<file path="config.mk">
export PLATFORM = sky130hd
export DESIGN_NAME = c8exec_alu
export DESIGN_NICKNAME = d
export VERILOG_FILES = /design/src/design/chip8_instruction_executor_macros.svh /design/src/design/c8exec_pkg.sv /design/src/design/c8exec_alu.sv
export SDC_FILE = /design/constraint.sdc
export NUM_CORES = 1
export LEC_CHECK = 0
export BUFFER_PORTS_ARGS = -buffer_cell sky130_fd_sc_hd__buf_2
export CORE_ASPECT_RATIO = 0.75
export CORE_MARGIN = 5
export CORE_UTILIZATION = 63
export DETAILED_ROUTE_END_ITERATION = 12
export PLACE_DENSITY = 0.93
export REMOVE_ABC_BUFFERS = 1
export SLEW_MARGIN = 25
export SYNTH_ARGS = -nofsm -noshare
export SYNTH_HDL_FRONTEND = slang
export SYNTH_SLANG_ARGS = --single-unit
</file>
<file path="constraint.sdc">
create_clock -name vclk -period 7.3
set_input_delay 1.46 -clock vclk [all_inputs]
set_output_delay 1.46 -clock vclk [all_outputs]
set_load 0.01 [all_outputs]
</file>
<file path="src/design/chip8_instruction_executor_macros.svh">
// Assertion macros shared by the executor RTL.
`ifndef CHIP8_INSTRUCTION_EXECUTOR_MACROS_SVH
`define CHIP8_INSTRUCTION_EXECUTOR_MACROS_SVH
// Implication checked on every rising clock edge, off during reset.
`define C8_ASSERT_IMP(label, clk, rst, ante, cons, msg) \
   label: assert property (@(posedge clk) disable iff (rst) (ante) |-> (cons)) else $error(msg);
// Next-cycle implication, off during reset.
`define C8_ASSERT_NXT(label, clk, rst, ante, cons, msg) \
   label: assert property (@(posedge clk) disable iff (rst) (ante) |=> (cons)) else $error(msg);
`endif

</file>
<file path="src/design/c8exec_pkg.sv">
// Shared types and constants for the CHIP-8 executor.
`default_nettype none
package c8exec_pkg;
   localparam int SCREEN_W    = 64;
   localparam int SCREEN_H    = 32;
   localparam int MEM_BYTES   = 4096;
   localparam int STACK_DEPTH = 16;
   localparam int PIX_COUNT   = SCREEN_W * SCREEN_H;
   localparam int PIX_AW      = $clog2(PIX_COUNT);
   localparam int MEM_AW      = $clog2(MEM_BYTES);
   localparam int SP_W        = $clog2(STACK_DEPTH);

   localparam logic [1:0] CMD_EXEC  = 2'd0;
   localparam logic [1:0] CMD_WRITE = 2'd1;
   localparam logic [1:0] CMD_READ  = 2'd2;
   localparam logic [1:0] CMD_PIX   = 2'd3;

   localparam logic [4:0] OP_RET  = 5'd0;
   localparam logic [4:0] OP_CLS  = 5'd1;
   localparam logic [4:0] OP_JP   = 5'd2;
   localparam logic [4:0] OP_CALL = 5'd3;
   localparam logic [4:0] OP_SEK  = 5'd4;
   localparam logic [4:0] OP_SNEK = 5'd5;
   localparam logic [4:0] OP_SEV  = 5'd6;
   localparam logic [4:0] OP_LDK  = 5'd7;
   localparam logic [4:0] OP_ADDK = 5'd8;
   localparam logic [4:0] OP_MOV  = 5'd9;
   localparam logic [4:0] OP_OR   = 5'd10;
   localparam logic [4:0] OP_AND  = 5'd11;
   localparam logic [4:0] OP_XOR  = 5'd12;
   localparam logic [4:0] OP_ADD  = 5'd13;
   localparam logic [4:0] OP_SUB  = 5'd14;
   localparam logic [4:0] OP_SHR  = 5'd15;
   localparam logic [4:0] OP_SUBN = 5'd16;
   localparam logic [4:0] OP_SHL  = 5'd17;
   localparam logic [4:0] OP_SNEV = 5'd18;
   localparam logic [4:0] OP_LDI  = 5'd19;
   localparam logic [4:0] OP_DRW  = 5'd20;
   localparam logic [4:0] OP_ADDI = 5'd21;
   localparam logic [4:0] OP_BCD  = 5'd22;
   localparam logic [4:0] OP_STR  = 5'd23;
   localparam logic [4:0] OP_LDR  = 5'd24;

   // ALU operation select
   typedef enum logic [2:0] {
      ALU_ADD, ALU_SUB, ALU_OR, ALU_AND, ALU_XOR, ALU_SHR, ALU_SHL, ALU_PASS
   } alu_op_type;

   typedef struct packed {
      logic [7:0] res;
      logic       flag;
   } alu_out_type;

   typedef enum logic [3:0] {
      ST_IDLE, ST_DECODE, ST_EXEC, ST_MEMRD, ST_CLS, ST_DRW_ROW, ST_DRW_RDWAIT,
      ST_DRW_PIX, ST_DRW_PIXWAIT, ST_BCD, ST_RANGE, ST_RANGE_WAIT, ST_DONE
   } state_type;
endpackage
`default_nettype wire

</file>
<file path="src/design/c8exec_alu.sv">
// Shared 8-bit ALU used by the executor's register arithmetic and BCD steps.
`default_nettype none
module c8exec_alu
   import c8exec_pkg::*;
(
   input  wire alu_op_type  op,
   input  wire logic [7:0]  a,
   input  wire logic [7:0]  b,
   output alu_out_type      y
);
   logic [8:0] sum;
   always_comb begin
      sum = 9'd0;
      y   = '{res: 8'd0, flag: 1'b0};
      case (op)
         ALU_ADD: begin
            sum = {1'b0, a} + {1'b0, b};
            y = '{res: sum[7:0], flag: sum[8]};
         end
         ALU_SUB: y = '{res: a - b, flag: (a >= b)};
         ALU_OR:  y = '{res: a | b, flag: 1'b0};
         ALU_AND: y = '{res: a & b, flag: 1'b0};
         ALU_XOR: y = '{res: a ^ b, flag: 1'b0};
         ALU_SHR: y = '{res: {1'b0, b[7:1]}, flag: 1'b0};
         ALU_SHL: y = '{res: {b[6:0], 1'b0}, flag: 1'b0};
         ALU_PASS: y = '{res: b, flag: 1'b0};
         default: y = '{res: 8'd0, flag: 1'b0};
      endcase
   end
endmodule
`default_nettype wire

</file>
; ---- Yosys cells after proc, flatten, opt, wreduce, memory -nomap -nowiden
; Index checks and enable logic that the tools add are counted.
[classes]
add_sub_neg = 2
mul = 0
div_mod_pow = 0
magnitude_cmp = 1
eq_ne = 7
shift = 0
n_mux = 1
n_bitwise = 3
reduce_logical = 1
[op_table]
columns = operator, count
row1 = $pmux W9 S8, 1
row2 = $eq A3 B3 Y1 const B, 4
row3 = $add A8 B8 Y9, 1
row4 = $and A8 B8 Y8, 1
row5 = $ge A8 B8 Y1, 1
row6 = $or A8 B8 Y8, 1
row7 = $sub A8 B8 Y8, 1
row8 = $xor A8 B8 Y8, 1
row9 = $eq A3 B2 Y1 const B, 2
row10 = $eq A3 B1 Y1 const B, 1
row11 = $logic_not A3 Y1, 1
[totals]
regBits = 0
latch_bits = 0
ramBits = 0
mem_bits_ro = 0
inputBits = 19
out_inout_bits = 9
wordCells = 15
memories = 0

; ---- Logic depth before layout (Yosys ltp)
[logic_depth]
depth_word = 2
depth_mapped = 10
ltp_nobuf = 10

; ---- Worst setup path before layout
; Ideal clock, no wire load.
[synth_timing]
kind = input port to output port
startpoint = in b[4]
endpoint = out y[8] in the netlist's numbering
arrival_time_ps = 3122
required_time_ps = 5840
slack_ps = 2718
cell_stages = 8
n_path_buf = 1
path_cell_list = inv_1 -> ha_1 -> clkbuf_1 -> inv_1 -> a211o_1 -> o31a_1 -> a211o_1 -> a21oi_1
[synth_lines]
columns = item, line
row1 = "start, declared", c8exec_alu.sv:8  ; input wire logic [7:0] b,
row2 = "end, declared", c8exec_alu.sv:9  ; output alu_out_type y

==> flow_summary.json <==
{
  "synthDistinctLibCells": 46,
  "p_sw_share_pct": 59.1,
  "yosysWarningCount": 0,
  "vias_per_cell": 6.64,
  "final_cells": 232,
  "antenna_found_initial": 0,
  "wl_per_cell_um": 16.3,
  "ys_top_cells_by_area": "ha_1 (23%), inv_1 (6.4%), a21oi_1 (5.8%)",
  "required_ns": 5.84,
  "maxCapViolations": 0,
  "wl_mm": 3.78,
  "setup_viol": 0,
  "slew_violations": 0,
  "clock_buffers": 0,
  "grt_usage_pct": 23.0,
  "drt-pass1-iter-count": 5,
  "synth.cells.most_frequent": "ha_1 (24), inv_1 (22), nor2_1 (16), a21oi_1 (15), o21ai_0 (15)",
  "area_delta_synth_final_pct": 9.62,
  "slew-limit-headroom_pct": 54.3,
  "synth.area.mux_share_pct": 8.18,
  "n_fill_cell": 175,
  "synthCells": 191,
  "die_area_um2": 3080,
  "synth-xor-area-share_pct": 3.37,
  "cp-start-kind": "input pin",
  "layout_min_cycle_time_ns": 4.95,
  "synth_compound_area_share_pct": 35.9,
  "cts.hold.buffers_added": 0,
  "status": "finished, final reports clean",
  "postRouteAntennaNets": 0,
  "hold_path_class": "in2out",
  "yosysTopAreaCellShare_pct": 23.1,
  "grt_max_degree": 37,
  "pwr-share-comb_pct": 100.0,
  "pwr_density_cell_nw_per_um2": 76.8,
  "start_util_pct": 65.7,
  "postPlaceCellArea_um2": 1430,
  "dp_hpwl_mm": 2.92,
  "seq_power_share_pct": 0,
  "drc": 0,
  "cts.repair.resized": 0,
  "yosys.area_share.simple_pct": 15.7,
  "arrival_ns": 3.49,
  "grt_pass1_vias": 1371,
  "ys_seq_area_share_pct": 0,
  "ios": 28,
  "post_cts_buffers": 0,
  "path_class": "in2out",
  "avgSynthCellArea_um2": 6.81,
  "io_buffers": 28,
  "post-route-util_pct": 72.0,
  "p_int_mw": 0.0447,
  "final-seq-area_um2": 0,
  "period_share_pct": 67.8,
  "fin_tns_setup_ns": 0,
  "dr.first_iter.drc_count": 169,
  "synth.most_common_cell": "ha_1",
  "crit_fanout": 6,
  "p_sw_mw": 0.0646,
  "num_vias": 1541,
  "design.seq.count": 0,
  "synth_top_family_by_area": "compound AO/OA/AOI/OAI gates",
  "fin_area_um2": 1430,
  "die_h_um": 49.3,
  "placed_cells": 232,
  "rows": 14,
  "grt_overflow_total": 0,
  "hold-path-cell-count": 4,
  "gp_congestion": 0.947,
  "end_kind": "output pin",
  "rsz0062_at_grt": "no",
  "peakVddDrop_v": 0.0000587,
  "grt_pass1_wl_mm": 6.11,
  "drive_gt1_share_pct": 17.8,
  "hold_ws_ns": 3.39,
  "pwr-share-clk_pct": 0,
  "syn_area_um2": 1300,
  "synth_fa_ha_area_share_pct": 26.2,
  "core_area_um2": 1980,
  "yosysTopAreaCell": "ha_1",
  "antenna_cells": 0,
  "p_leak_nw": 0.739,
  "clock.fmax_ghz": 0.202,
  "finalHoldViolCount": 0,
  "final_nets": 255,
  "worstMarginPinSlew_ns": 0.686,
  "die_w_um": 62.5
}
## worst max-delay path, stage by stage
cell and delay, ns:
buf_2 0.15, inv_1 0.11, ha_1 0.34, a21oi_1 0.24, o22ai_1 0.15, or4_1 0.44
a31oi_1 0.23, o41ai_2 0.10, a21oi_1 0.12, buf_2 0.14
## layout make-up
| cell class | instances | area [µm²] | share of cell area, % |
|---|---|---|---|
| Inverter | 25 | 93.8 | 6.58 |
| Tap cell | 24 | 30.0 | 2.11 |
| Multi-Input combinational cell | 155 | 1160 | 81.5 |
| Timing Repair Buffer | 28 | 140 | 9.83 |
## cell usage in the layout (no fill, tap or decap), drive strengths merged, types with 2 or more instances in the layout
cell	instances
xnor2	3
nor3	3
a21o	3
a31oi	4
nand2	11
a222oi	3
o31ai	3
xor2	2
nor2b	3
fa	2
mux2	3
o41ai	2
buf	28
nor2	16
o22ai	8
nor4	2
a21oi	15
inv	24
mux2i	5
o21ai	16
ha	24
o31a	2
nand3	6
a22oi	2
a211o	2
## power groups by stage
| stage | Clock (mW) | Sequential (mW) | Combinational [mW] |
|---|---|---|---|
| 2_1_floorplan | 0 | 0 | 0.0699 |
| 5_1_grt | 0 | 0 | 0.119 |
| 4_1_cts | 0 | 0 | 0.107 |
| 3_3_place_gp | 0 | 0 | 0.101 |
| 6_report | 0 | 0 | 0.109 |
| 3_5_place_dp | 0 | 0 | 0.106 |
## kinds of logic after synthesis
logic type	after synthesis
compound gates	70
simple gates	45
buf+inv	36
fa+ha+maj	26
mux	9
xor+xnor	5
## metal layers
metal / GRT usage (%) / part of all wire, % / routed length (µm)
met1: 32.7 / 41 / 1550
met2: 35.2 / 45 / 1700
met3: 3.23 / 12 / 461
met4: 7.77 / 1.7 / 65
met5: 0 / 0 / 0
## through the flow
| step | worst slack (ns) | power, mW |
|---|---|---|
| global placement | 2.44 | 0.101 |
| global route | 2.21 | 0.119 |
| floorplan | 2.73 | 0.0699 |
| finish | 2.35 | 0.109 |
| CTS | 2.37 | 0.107 |
| detailed placement | 2.38 | 0.106 |
## path summary, 6_finish.rpt
| check | start | endpoint | slack [ns] |
|---|---|---|---|
| worst max-delay path | b[1] | y[8] | 2.35 |
| worst min-delay path | b[0] | y[1] | 3.39 |
Power figures use the tool's default switching activity.
